===== config.mk =====
export PLATFORM = sky130hd
export DESIGN_NAME = vdi_ctrl
export DESIGN_NICKNAME = d
export VERILOG_FILES = /design/src/sv/vdi_pkg.sv /design/src/sv/vdi_ctrl.sv
export SDC_FILE = /design/constraint.sdc
export NUM_CORES = 1
export LEC_CHECK = 0
export BUFFER_PORTS_ARGS = -buffer_cell sky130_fd_sc_hd__buf_2
export CORE_MARGIN = 2
export CORE_UTILIZATION = 39
export DETAILED_ROUTE_END_ITERATION = 8
export PLACE_DENSITY = 0.8
export SYNTH_ARGS = -nofsm -noshare
export SYNTH_HDL_FRONTEND = slang
export SYNTH_SLANG_ARGS = --single-unit
export TNS_END_PERCENT = 10

===== constraint.sdc =====
create_clock -name clk -period 3.2 [get_ports clk]
set_clock_uncertainty 0.1 [all_clocks]
set_input_delay 0.96 -clock clk [delete_from_list [all_inputs] [get_ports clk]]
set_output_delay 0.96 -clock clk [all_outputs]
set_load 0.005 [all_outputs]

===== src/sv/vdi_pkg.sv =====
// ----------------------------------------------------------------------------
// vdi_pkg
// shared types and constants for the vertex dedup indexer
// ----------------------------------------------------------------------------
package vdi_pkg;

  localparam int MaxVerts = 1024;
  localparam int IdxW     = $clog2(MaxVerts);
  localparam int CntW     = $clog2(MaxVerts + 1);
  localparam int TexW     = 16;
  localparam int AddrW    = 4;

  // register byte addresses
  localparam logic [AddrW-1:0] RegFormat = 4'h0;
  localparam logic [AddrW-1:0] RegTarget = 4'h4;
  localparam logic [AddrW-1:0] RegClear  = 4'h8;

  typedef struct packed {
    logic [31:0]     pos_x;
    logic [31:0]     pos_y;
    logic [31:0]     pos_z;
    logic [31:0]     tex_u;
    logic [31:0]     tex_v;
    logic [31:0]     diffuse_color;
    logic [31:0]     specular_color;
    logic [TexW-1:0] texture_id;
  } vtx_t;

  typedef struct packed {
    logic [IdxW-1:0] vertex_index;
    logic            is_new;
    logic            table_full;
    logic [CntW-1:0] distinct_total;
  } res_t;

  // controller to datapath
  typedef struct packed {
    logic load;       // capture input vertex
    logic addr_clr;   // scan address to zero
    logic addr_inc;   // advance scan address
    logic write;      // append vertex at count
    logic clear;      // empty table
  } dp_cmd_t;

  // datapath to controller
  typedef struct packed {
    logic            hit;       // compared entry matches
    logic            last;      // scan address reached count
    logic            full;      // count at capacity
  } dp_sts_t;

  function automatic logic float_eq(logic [31:0] a, logic [31:0] b);
    logic nan_a;
    logic nan_b;
    nan_a = a[30:0] > 31'h7F800000;
    nan_b = b[30:0] > 31'h7F800000;
    return !nan_a && !nan_b && ((a == b) || ((a[30:0] | b[30:0]) == 31'd0));
  endfunction

endpackage


===== src/sv/vdi_ctrl.sv =====
// ----------------------------------------------------------------------------
// vdi_ctrl
// scan sequencer and result register
// ----------------------------------------------------------------------------
module vdi_ctrl (
  input  logic             clk,
  input  logic             rst_n,
  input  logic             in_valid,
  input  logic [15:0]      in_tex,
  input  logic [15:0]      target,
  output logic             in_ready,
  output logic             out_valid,
  input  logic             out_ready,
  output vdi_pkg::res_t    out_data,
  input  logic             clear_req,
  output vdi_pkg::dp_cmd_t cmd,
  input  vdi_pkg::dp_sts_t sts,
  input  vdi_pkg::res_t    hit_res,
  input  vdi_pkg::res_t    miss_res
);
  import vdi_pkg::*;

  typedef enum logic [1:0] {S_IDLE, S_WAIT, S_SCAN, S_DONE} state_t;

  state_t state_r, state_nxt;
  logic   out_valid_r, out_valid_nxt;
  res_t   out_data_r, out_data_nxt;
  logic   take;

  // result register frees as soon as it is taken
  assign in_ready = (state_r == S_IDLE) && (!out_valid_r || out_ready);
  assign take     = in_valid && in_ready && (in_tex == target);

  always_comb begin
    state_nxt     = state_r;
    out_valid_nxt = out_valid_r && !out_ready;
    out_data_nxt  = out_data_r;
    cmd           = '0;
    cmd.clear     = clear_req;
    case (state_r)
      S_IDLE: begin
        cmd.addr_clr = 1'b1;
        if (take) begin
          cmd.load  = 1'b1;
          state_nxt = S_WAIT;
        end
      end
      S_WAIT: begin
        cmd.addr_clr = 1'b1;
        state_nxt    = S_SCAN;
      end
      S_SCAN: begin
        // ram data at addr_r is valid here
        if (sts.last) begin
          if (!sts.full) begin
            cmd.write = 1'b1;
          end
          out_valid_nxt = 1'b1;
          out_data_nxt  = miss_res;
          state_nxt     = S_DONE;
        end else if (sts.hit) begin
          out_valid_nxt = 1'b1;
          out_data_nxt  = hit_res;
          state_nxt     = S_DONE;
        end else begin
          cmd.addr_inc = 1'b1;
        end
      end
      S_DONE: begin
        cmd.addr_clr = 1'b1;
        state_nxt    = S_IDLE;
      end
      default: state_nxt = S_IDLE;
    endcase
  end

  always_ff @(posedge clk) begin
    if (!rst_n) begin
      state_r     <= S_IDLE;
      out_valid_r <= 1'b0;
    end else begin
      state_r     <= state_nxt;
      out_valid_r <= out_valid_nxt;
    end
    out_data_r <= out_data_nxt;
  end

  assign out_valid = out_valid_r;
  assign out_data  = out_data_r;
endmodule


* Word level (Yosys, flattened, before mapping) *
Cells that the tools add are included.

storage, ports and cells
  output and inout bits = 30
  register bits after elaboration = 26
  bits of input ports = 86

operators by class
  equal/unequal tests = 6
  mux-type cells = 17
  reductions and logical operators = 12

operators with widths
  kind                  number
  $mux W23              2
  $eq A16 B16 Y1        1
  $mux W1               10
  $mux W2               4
  $pmux W2 S4           1
  $eq A2 B2 Y1 const B  2
  $logic_and A1 B1 Y1   4
  $reduce_and A2 Y1     2
  $ne A3 B3 Y1 const B  1
  $reduce_or A3 Y1      1
  $eq A2 B1 Y1 const B  1
  $logic_not A1 Y1      2
  $logic_not A2 Y1      1
  $ne A2 B2 Y1 const B  1
  $reduce_bool A2 Y1    1
  $logic_or A1 B1 Y1    1

* Logic depth before layout (Yosys ltp) *
Gate-level depths: netlist of the first run.

  depth in word-level cells = 7
  gate-level depth with buffers = 6

* Least setup slack after synthesis of the first run *
No wires, ideal clock.

  path kind = input to output
  start point = input sts[1] in the netlist's numbering
  end point = output cmd[1] in the netlist's numbering
  setup slack = 0.383 ns
  cell stages on the path = 3
  data arrival time = 1.757 ns
  path buffers = 2
  cell sequence = clkbuf_1 > clkbuf_1 > and3b_1

RTL lines
  element          RTL line        RTL
  start, declared  vdi_ctrl.sv:17  input vdi_pkg::dp_sts_t sts,
  end, declared    vdi_ctrl.sv:16  output vdi_pkg::dp_cmd_t cmd,

==> flow_summary_export.csv, run 1 <==
group,metric,value,unit
critical_path,worstSetupPathType,"input pin to output pin",
critical_path,critPathCaptureType,"output pin",
critical_path,crit_path_cell_trace,"buf_2 -> xor2_1 -> nand4b_1 -> nor4_2 -> and4_1 -> buf_2",
yosys,synth_edf_count,23,
global_routing,grt_pass1_wl,5130,µm
sta,worst_slew_pin_slew,0.368,ns
clocking,clock_latency,0.31,ns
clocking,htreeDepth,1,
placement,io_buffers,113,
floorplan,core,3420,µm²
floorplan,die_area,4160,µm²
floorplan,num_rows,21,
clocking,clock_sinks,26,
min_path,hp-class,"flip-flop to flip-flop",
critical_path,cp_top_family,"simple AND/OR/NAND/NOR gates",
power,power_density,335,nW/µm²
route,routedWlPerCell,12.6,µm
critical_path,rr_startpoint,"state_r[0]",
critical_path,cp.required,2.14,ns
yosys,synth_compound_area_frac,0.0219,
yosys,yosysSeqAreaShare,0.526,
critical_path,crit_arrival,2.03,ns
sta,fin_crit_sh,0.966,
clocking,tritoncts,"built",
yosys,syn-num-nets,195,
critical_path,crit_fanout,2,
sta,max_freq,0.323,GHz
floorplan,pin_count,116,
route,drtIter0Drc,24,
yosys,syn-instance-count,105,
yosys,synth_top_family_by_area,"multiplexers",
critical_path,worst_setup_path_start_kind,"input pin",
yosys,yosys.area_share.adder,0.0351,
sta,drv_slew,0,
clocking,cts_max_path_buffers,2,
cells_and_area,drive_gt1_frac,0.659,
clocking,cts_hold_buf,0,
cells_and_area,fin_nets,311,
critical_path,startpoint,"target[6]",
route,ant_nets,0,
job,maxCapViolCount,0,
sta,setup_viol_count_final,0,
sta,period_minus_slack,3.09,ns
yosys,yosysTopAreaCellShare,0.484,
clocking,numCtsBuffers,3,
route,first_pass_iters,4,
yosys,synth-simple-area-share,0.0982,
floorplan,die_w,64.5,µm
sta,rsz0062_at_grt,"no",
sta,hold_violations,0,
yosys,syn_area,1430,µm²
run_status,outcome,"complete, no violations",
floorplan,start_util,0.418,
power,power_leakage,0.938,nW
clocking,cts_root_buf,"clkbuf_4",
global_routing,grt_max_degree,20,
yosys,synth.largest_area_cell,"edfxtp_1",
yosys,ys_warn_count,0,
global_routing,grt_pass1_vias,1204,
sta,fin_tns_setup,0,ns
yosys,synth_ff_type,"edfxtp_1",
yosys,synth.distinct_cells,29,
yosys,ys_top_cells_by_area,"edfxtp_1, mux2_2, xnor2_1, dfxtp_1, ha_1",
critical_path,critPathMaxStageDelay,0.30,ns
yosys,ys_seq_elements,26,
global_routing,antenna_found_initial,0,
sta,maxSlewHeadroom,0.752,
yosys,synthArstFlopShare,0,
placement,gp_congestion,0.691,
critical_path,crit_buf_inv,2,
route,routed_wl,3350,µm
floorplan,dieHeight,64.5,µm
global_routing,grt_util_all_layers,0.163,
cells_and_area,fin_area,2100,µm²
placement,hpwl,2910,µm
yosys,avgSynthCellArea,13.6,µm²
cells_and_area,antenna_cells,0,
route,drc_errors,0,
yosys,synthXorXnorAreaFrac,0.104,
min_path,worstHoldStart,"state_r[1]",
yosys,synth_mux_area_frac,0.189,
power,ir_drop,0.245,mV
critical_path,cpMostUsedCell,"buf_2",
global_routing,grt-ovfl-total,0,
yosys,synthTopCellsByCount,"edfxtp_1, mux2_2, xnor2_1, inv_1, xor2_1",
cells_and_area,area_growth,47.5,%
route,via_per_inst,4.76,
critical_path,slowest_stage,"nor4_2",
placement,dpl-instance-area,2050,µm²
clocking,path_clk_slew,0.13,ns
route,routed-via-count,1266,
[path summary, 6_finish.rpt]
check,slack (ns),cells past startpoint,endpoint
setup / recovery,0.11,6,cmd[4]
hold reg to reg,0.41,2,state_r[1]
setup reg to reg,1.08,6,state_r[0]
hold / removal,0.41,2,state_r[1]
[sequential cells by signal (all words and copies together) (netlist names)]
name,count
out_valid,1
state_r,2
out_data,23
[tightest hold or removal path, cell delays in order, from the launching register on]
cell	delay (ns)
dfxtp_1	0.36
nand2_1	0.06
mux2i_1	0.06
[cell usage in the layout (no fill, tap or decap), types with 2 or more instances in the layout]
cell,Yosys,layout
buf_2,0,113
dfxtp_1,3,3
xor2_1,5,5
inv_1,5,5
nor4_1,3,2
nand3_1,3,3
buf_4,1,2
ha_1,4,4
clkbuf_4,0,3
edfxtp_1,23,23
or4_1,2,2
xnor2_1,10,10
nand2b_1,2,2
nand4_1,3,3
nand2_1,2,2
mux2_2,23,23
[logic make-up (layout without fill, tap and decap cells)]
group,count (synthesis),after routing
and+or+nand+nor,22,22
AOI/OAI and AO/OA,4,4
buffers and inverters,9,124
adders and majority gates,4,4
DFF,26,26
xor gates and xnor gates,16,16
muxes,24,24
[where the power goes]
part,internal (mW),switching [mW]
sequential,0.371,0.00000636
combinational,0.0733,0.0428
clock,0.127,0.0922
[layout make-up]
type | count | area, µm²
fill | 286 | 1310
sequential | 26 | 751
multi-input combinational | 70 | 644
timing repair buffer | 115 | 581
tap | 46 | 57.6
clock inverter | 1 | 30.0
clock buffer | 3 | 22.5
inverter | 5 | 18.8
[repair_timing]
action | CTS | global route
endpoints found under the setup margin | 0 | 1
gates resized for setup | 0 | 1
buffers inserted | 0 | 0
[routing by layer]
| metal | GRT usage | vias up | share of wire |
|---|---|---|---|
| met5 | 0 | - | 0 |
| met4 | 0.0718 | 0 | 0.017 |
| met3 | 0.0260 | 5 | 0.097 |
| met2 | 0.318 | 86 | 0.51 |
| met1 | 0.171 | 557 | 0.37 |
| li1 | - | 618 | - |
[per-stage QoR]
| step | hold WS [ns] | std cells | setup WS (ns) | power [mW] | util |
|---|---|---|---|---|---|
| final | 0.411 | 266 | 0.108 | 0.706 | 0.616 |
| after global routing | 0.467 | 266 | 0.0130 | 0.738 | 0.616 |
| after CTS | 0.420 | 266 | 0.0510 | 0.716 | 0.614 |
| after detailed placement | 0.401 | 262 | 0.0675 | 0.496 | 0.599 |
| after global placement | 0.388 | 262 | 0.0698 | 0.493 | 0.599 |
| after floorplan | 0.368 | 105 | 0.383 | 0.435 | - |
No activity file was read; power rests on OpenSTA's default activity.
==> run 2: changes to the inputs <==
--- a/config.mk
+++ b/config.mk
@@ -6,10 +6,12 @@
 export NUM_CORES = 1
 export LEC_CHECK = 0
 export BUFFER_PORTS_ARGS = -buffer_cell sky130_fd_sc_hd__buf_2
+export CELL_PAD_IN_SITES_DETAIL_PLACEMENT = 0
+export CELL_PAD_IN_SITES_GLOBAL_PLACEMENT = 1
 export CORE_MARGIN = 2
-export CORE_UTILIZATION = 39
+export CORE_UTILIZATION = 28
 export DETAILED_ROUTE_END_ITERATION = 8
-export PLACE_DENSITY = 0.8
+export PLACE_DENSITY_LB_ADDON = 0.1
 export SYNTH_ARGS = -nofsm -noshare
 export SYNTH_HDL_FRONTEND = slang
 export SYNTH_SLANG_ARGS = --single-unit
==> flow_summary_export.csv, run 2 (synthesis gave the netlist of run 1 again) <==
group,metric,value,unit
sta,fin_tns_setup,0,ns
cells_and_area,area_growth,49.1,%
clocking,tritoncts,"built",
cells_and_area,fin_nets,311,
route,routed_wl,3470,µm
critical_path,rrSetupSlack,1.11,ns
cells_and_area,largest_reg_flops,23,
route,via_per_inst,4.28,
clocking,clock_latency,0.26,ns
clocking,cts_max_path_buffers,2,
critical_path,reg2regPathDepth,6,
floorplan,core,4820,µm²
global_routing,grt-ovfl-total,0,
clocking,postCtsSetupBuffers,0,
global_routing,grt.busiest_layer,"met2",
global_routing,antenna_found_initial,0,
critical_path,startpoint,"target[6]",
min_path,min_path_cells,2,
route,first_pass_iters,2,
clocking,cts_root_buf,"clkbuf_8",
sta,setup_viol_count_final,0,
global_routing,grt_pass1_wl,4740,µm
clocking,numCtsBuffers,3,
placement,gp_congestion,0.740,
critical_path,rr_startpoint,"state_r[0]",
clocking,cts_hold_buf,0,
sta,maxSlewHeadroom,0.741,
sta,whs,0.410,ns
global_routing,met3_usage,0.0212,
route,drtIter0Drc,43,
clocking,path_clk_slew,0.09,ns
floorplan,die_area,5680,µm²
critical_path,cp.required,2.14,ns
cells_and_area,antenna_cells,0,
run_status,outcome,"complete, no violations",
placement,io_buffers,113,
critical_path,worst_setup_path_start_kind,"input pin",
critical_path,critPathCaptureType,"output pin",
sta,max_freq,0.329,GHz
route,drc_errors,0,
clocking,htreeDepth,1,
global_routing,met2_usage,0.226,
floorplan,dieHeight,75.4,µm
global_routing,grt_pass1_vias,1205,
critical_path,timing.rr.end,"state_r[0]",
global_routing,grt_max_degree,24,
placement,hpwl,2990,µm
min_path,hp-class,"flip-flop to flip-flop",
sta,hold_violations,0,
sta,period_minus_slack,3.04,ns
global_routing,grt_util_all_layers,0.109,
route,routedWlPerCell,12.1,µm
power,ir_drop,0.143,mV
cells_and_area,drive_gt1_frac,0.655,
power,power_density,324,nW/µm²
sta,fin_crit_sh,0.949,
floorplan,die_w,75.4,µm
critical_path,crit_fanout,2,
sta,rsz0062_at_grt,"no",
floorplan,start_util,0.296,
sta,worst_slew_pin_slew,0.385,ns
power,power_leakage,0.938,nW
clocking,cts_resized,0,
clocking,clock_sinks,26,
cells_and_area,final_core_util,0.442,
route,ant_nets,0,
critical_path,worstSetupPathType,"input pin to output pin",
job,maxCapViolCount,0,
floorplan,pin_count,116,
critical_path,crit_arrival,1.98,ns
sta,drv_slew,0,
cells_and_area,layout_commonest_cell,"buf_2",
critical_path,critPathCapture,"cmd[4]",
cells_and_area,final_cell_mix,"buf_2, mux2_2, edfxtp_1",
floorplan,num_rows,25,
global_routing,met1_usage,0.103,
power,power,0.689,mW
route,routed-via-count,1227,
## run 2: cell count changes in the layout (fill, tap and decap cells not counted)
cell | previous run | this run
nor4_1 | 2 | 3
bufinv_16 | 1 | 0
nor4_2 | 1 | 0
clkbuf_8 | 0 | 4
clkbuf_4 | 3 | 0
## run 2: per-layer routing
layer / vias up / share of wire
li1: 620 / -
met1: 544 / 0.35
met2: 59 / 0.55
met3: 4 / 0.076
met4: 0 / 0.016
met5: - / 0
## run 2: stage by stage
stage | setup WS (ns) | std cells | instance area (µm²)
after floorplan | 0.383 | 105 | 1430
after global placement | 0.174 | 283 | 2070
after detailed placement | 0.159 | 283 | 2070
after CTS | 0.156 | 287 | 2130
after global routing | 0.0538 | 287 | 2130
final | 0.162 | 287 | 2130
## run 2: worst max-delay path, cell delays in order
cell      delay [ns]
buf_2           0.10
xor2_1          0.16
nand4b_1        0.17
nor4_1          0.26
and4_1          0.22
buf_2           0.11
## run 2: worst min path at each step
stage / from / endpoint
6_report: state_r[1] / state_r[1]
4_1_cts: state_r[1] / state_r[1]
5_1_grt: state_r[1] / state_r[1]
3_3_place_gp: state_r[1] / state_r[1]
2_1_floorplan: state_r[1] / state_r[1]
3_5_place_dp: state_r[1] / state_r[1]
## run 2: layout make-up
| cell class | count | area (µm²) |
|---|---|---|
| inverter | 5 | 18.8 |
| fill | 494 | 2690 |
| tap | 67 | 83.8 |
| clock buffer | 4 | 55.1 |
| multi-input combinational | 70 | 638 |
| timing repair buffer | 115 | 581 |
| sequential | 26 | 751 |
## run 2: power breakdown
| group | internal [mW] | leakage, nW | switching [mW] |
|---|---|---|---|
| registers | 0.370 | 0.231 | 0.00000609 |
| clock network | 0.110 | 0.0288 | 0.0943 |
| logic | 0.0732 | 0.679 | 0.0413 |
| total | 0.553 | 0.938 | 0.136 |
==> run 3: changes to the inputs <==
--- a/config.mk
+++ b/config.mk
@@ -6,10 +6,12 @@
 export NUM_CORES = 1
 export LEC_CHECK = 0
 export BUFFER_PORTS_ARGS = -buffer_cell sky130_fd_sc_hd__buf_2
+export CAP_MARGIN = 20
 export CELL_PAD_IN_SITES_DETAIL_PLACEMENT = 0
 export CELL_PAD_IN_SITES_GLOBAL_PLACEMENT = 1
 export CORE_MARGIN = 2
-export CORE_UTILIZATION = 28
+export CORE_UTILIZATION = 29
+export CTS_BUF_LIST = sky130_fd_sc_hd__clkbuf_2
 export DETAILED_ROUTE_END_ITERATION = 8
 export PLACE_DENSITY_LB_ADDON = 0.1
 export SYNTH_ARGS = -nofsm -noshare
==> flow_summary_export.csv, run 3 (synthesis gave the netlist of run 1 again) <==
group,metric,value,unit
run_status,outcome,"complete, no violations",
route,drtIter0Drc,62,
min_path,worstHoldStart,"state_r[1]",
clocking,tritoncts,"built",
critical_path,cpMostUsedCell,"buf_2",
critical_path,crit_fanout,2,
power,switching_share,0.202,
job,maxCapViolCount,0,
power,ir_drop,0.141,mV
critical_path,rr_startpoint,"state_r[0]",
placement,io_buffers,113,
critical_path,reg2regPathDepth,6,
cells_and_area,fin_nets,311,
global_routing,grt_pass1_vias,1216,
min_path,hp-class,"flip-flop to flip-flop",
sta,maxSlewHeadroom,0.730,
floorplan,num_rows,25,
global_routing,antenna_found_initial,0,
floorplan,pin_count,116,
clocking,cts_max_path_buffers,2,
route,drc_errors,0,
route,via_per_inst,4.28,
critical_path,worstSetupPathType,"input pin to output pin",
clocking,clock_sinks,26,
critical_path,critPathMaxStageDelay,0.30,ns
critical_path,critPathCaptureType,"output pin",
cells_and_area,final_core_util,0.448,
power,switchingPower,0.140,mW
cells_and_area,final_cell_mix,"buf_2, mux2_2, edfxtp_1",
sta,rsz0062_at_grt,"no",
sta,fin_tns_setup,0,ns
critical_path,cp.required,2.14,ns
route,ant_nets,0,
floorplan,die_area,5500,µm²
cells_and_area,area_growth,48.4,%
sta,hold_violations,0,
clocking,cts_root_buf,"clkbuf_2",
route,first_pass_iters,4,
placement,dpl-instance-area,2070,µm²
floorplan,dieHeight,74.1,µm
global_routing,grt-ovfl-total,0,
clocking,path_clk_slew,0.26,ns
cells_and_area,fill_cells,469,
cells_and_area,fin_area,2120,µm²
sta,setup_viol_count_final,0,
global_routing,grt_util_all_layers,0.119,
cells_and_area,antenna_cells,0,
global_routing,grt_pass1_wl,4970,µm
floorplan,start_util,0.302,
placement,gp_congestion,0.759,
clocking,cts_resized,0,
clocking,postCtsSetupBuffers,0,
sta,worst_slew_pin_slew,0.402,ns
critical_path,worst_setup_path_start_kind,"input pin",
clocking,cts_hold_buf,0,
sta,max_freq,0.324,GHz
power,sequentialPowerShare,0.536,
sta,fin_crit_sh,0.965,
critical_path,crit_path_cell_trace,"buf_2 -> xor2_1 -> nand4b_1 -> nor4_1 -> and4_1 -> buf_2",
min_path,min_path_cells,2,
power,power_leakage,0.936,nW
sta,drv_slew,0,
global_routing,grt_max_degree,24,
placement,hpwl,2910,µm
power,p_int,0.552,mW
floorplan,die_w,74.1,µm
power,combPwrFrac,0.165,
cells_and_area,largest_reg_flops,23,
power,power_density,327,nW/µm²
power,pwr-share-clk,0.298,
clocking,htreeDepth,1,
cells_and_area,layout_commonest_cell,"buf_2",
route,routed_wl,3400,µm
clocking,numCtsBuffers,3,
route,routed-via-count,1228,
clocking,clock_latency,0.36,ns
critical_path,startpoint,"target[6]",
critical_path,crit_arrival,2.03,ns
route,routedWlPerCell,11.8,µm
floorplan,core,4720,µm²
sta,period_minus_slack,3.09,ns
critical_path,slowest_stage,"nor4_1",
cells_and_area,drive_gt1_frac,0.655,
[run 3: changes by cell type in the layout (fill, tap and decap cells not counted)]
cell / change
clkbuf_8: -4
clkbuf_2: +3
bufinv_16: +1
[run 3: path summary, 6_finish.rpt]
check | endpoint | slack (ns)
setup / recovery | cmd[4] | 0.11
hold / removal | state_r[1] | 0.43
setup reg to reg | state_r[0] | 1.09
hold reg to reg | state_r[1] | 0.43
[run 3: critical path: cells and delay by family]
kind          cells  cell delay [ns]
xor+xnor          1             0.17
buf+inv           2             0.21
simple gates      3             0.69
[run 3: stage by stage]
stage | power, mW | hold WS (ns) | instances | setup slack (ns)
floorplan | 0.435 | 0.368 | 105 | 0.383
global placement | 0.492 | 0.383 | 283 | 0.173
detailed placement | 0.495 | 0.402 | 283 | 0.0838
CTS | 0.701 | 0.430 | 287 | 0.0826
global route | 0.723 | 0.458 | 287 | 0.0130
finish | 0.692 | 0.430 | 287 | 0.111
[run 3: power by group through the flow]
stage                     clock network [mW]  registers, mW  logic (mW)
after floorplan                            0          0.378      0.0562
after global placement                     0          0.378       0.114
after detailed placement                   0          0.378       0.116
after CTS                              0.213          0.371       0.117
after global routing                   0.225          0.371       0.127
final                                  0.206          0.371       0.114
[run 3: metal layers]
layer  routed length, µm  share of wire  GRT usage
met4                  80          0.024     0.0606
met2                1790           0.53      0.234
met3                 341           0.10     0.0271
met1                1180           0.35      0.112
met5                   0              0          0
[run 3: final cells by class]
cell class / instances / area, µm² / share of cell area
clock buffer: 3 / 15.0 / 0.00709
clock inverter: 1 / 30.0 / 0.0142
inverter: 5 / 18.8 / 0.00887
multi-input combinational: 70 / 638 / 0.301
sequential: 26 / 751 / 0.355
tap: 67 / 83.8 / 0.0396
timing repair buffer: 115 / 581 / 0.274
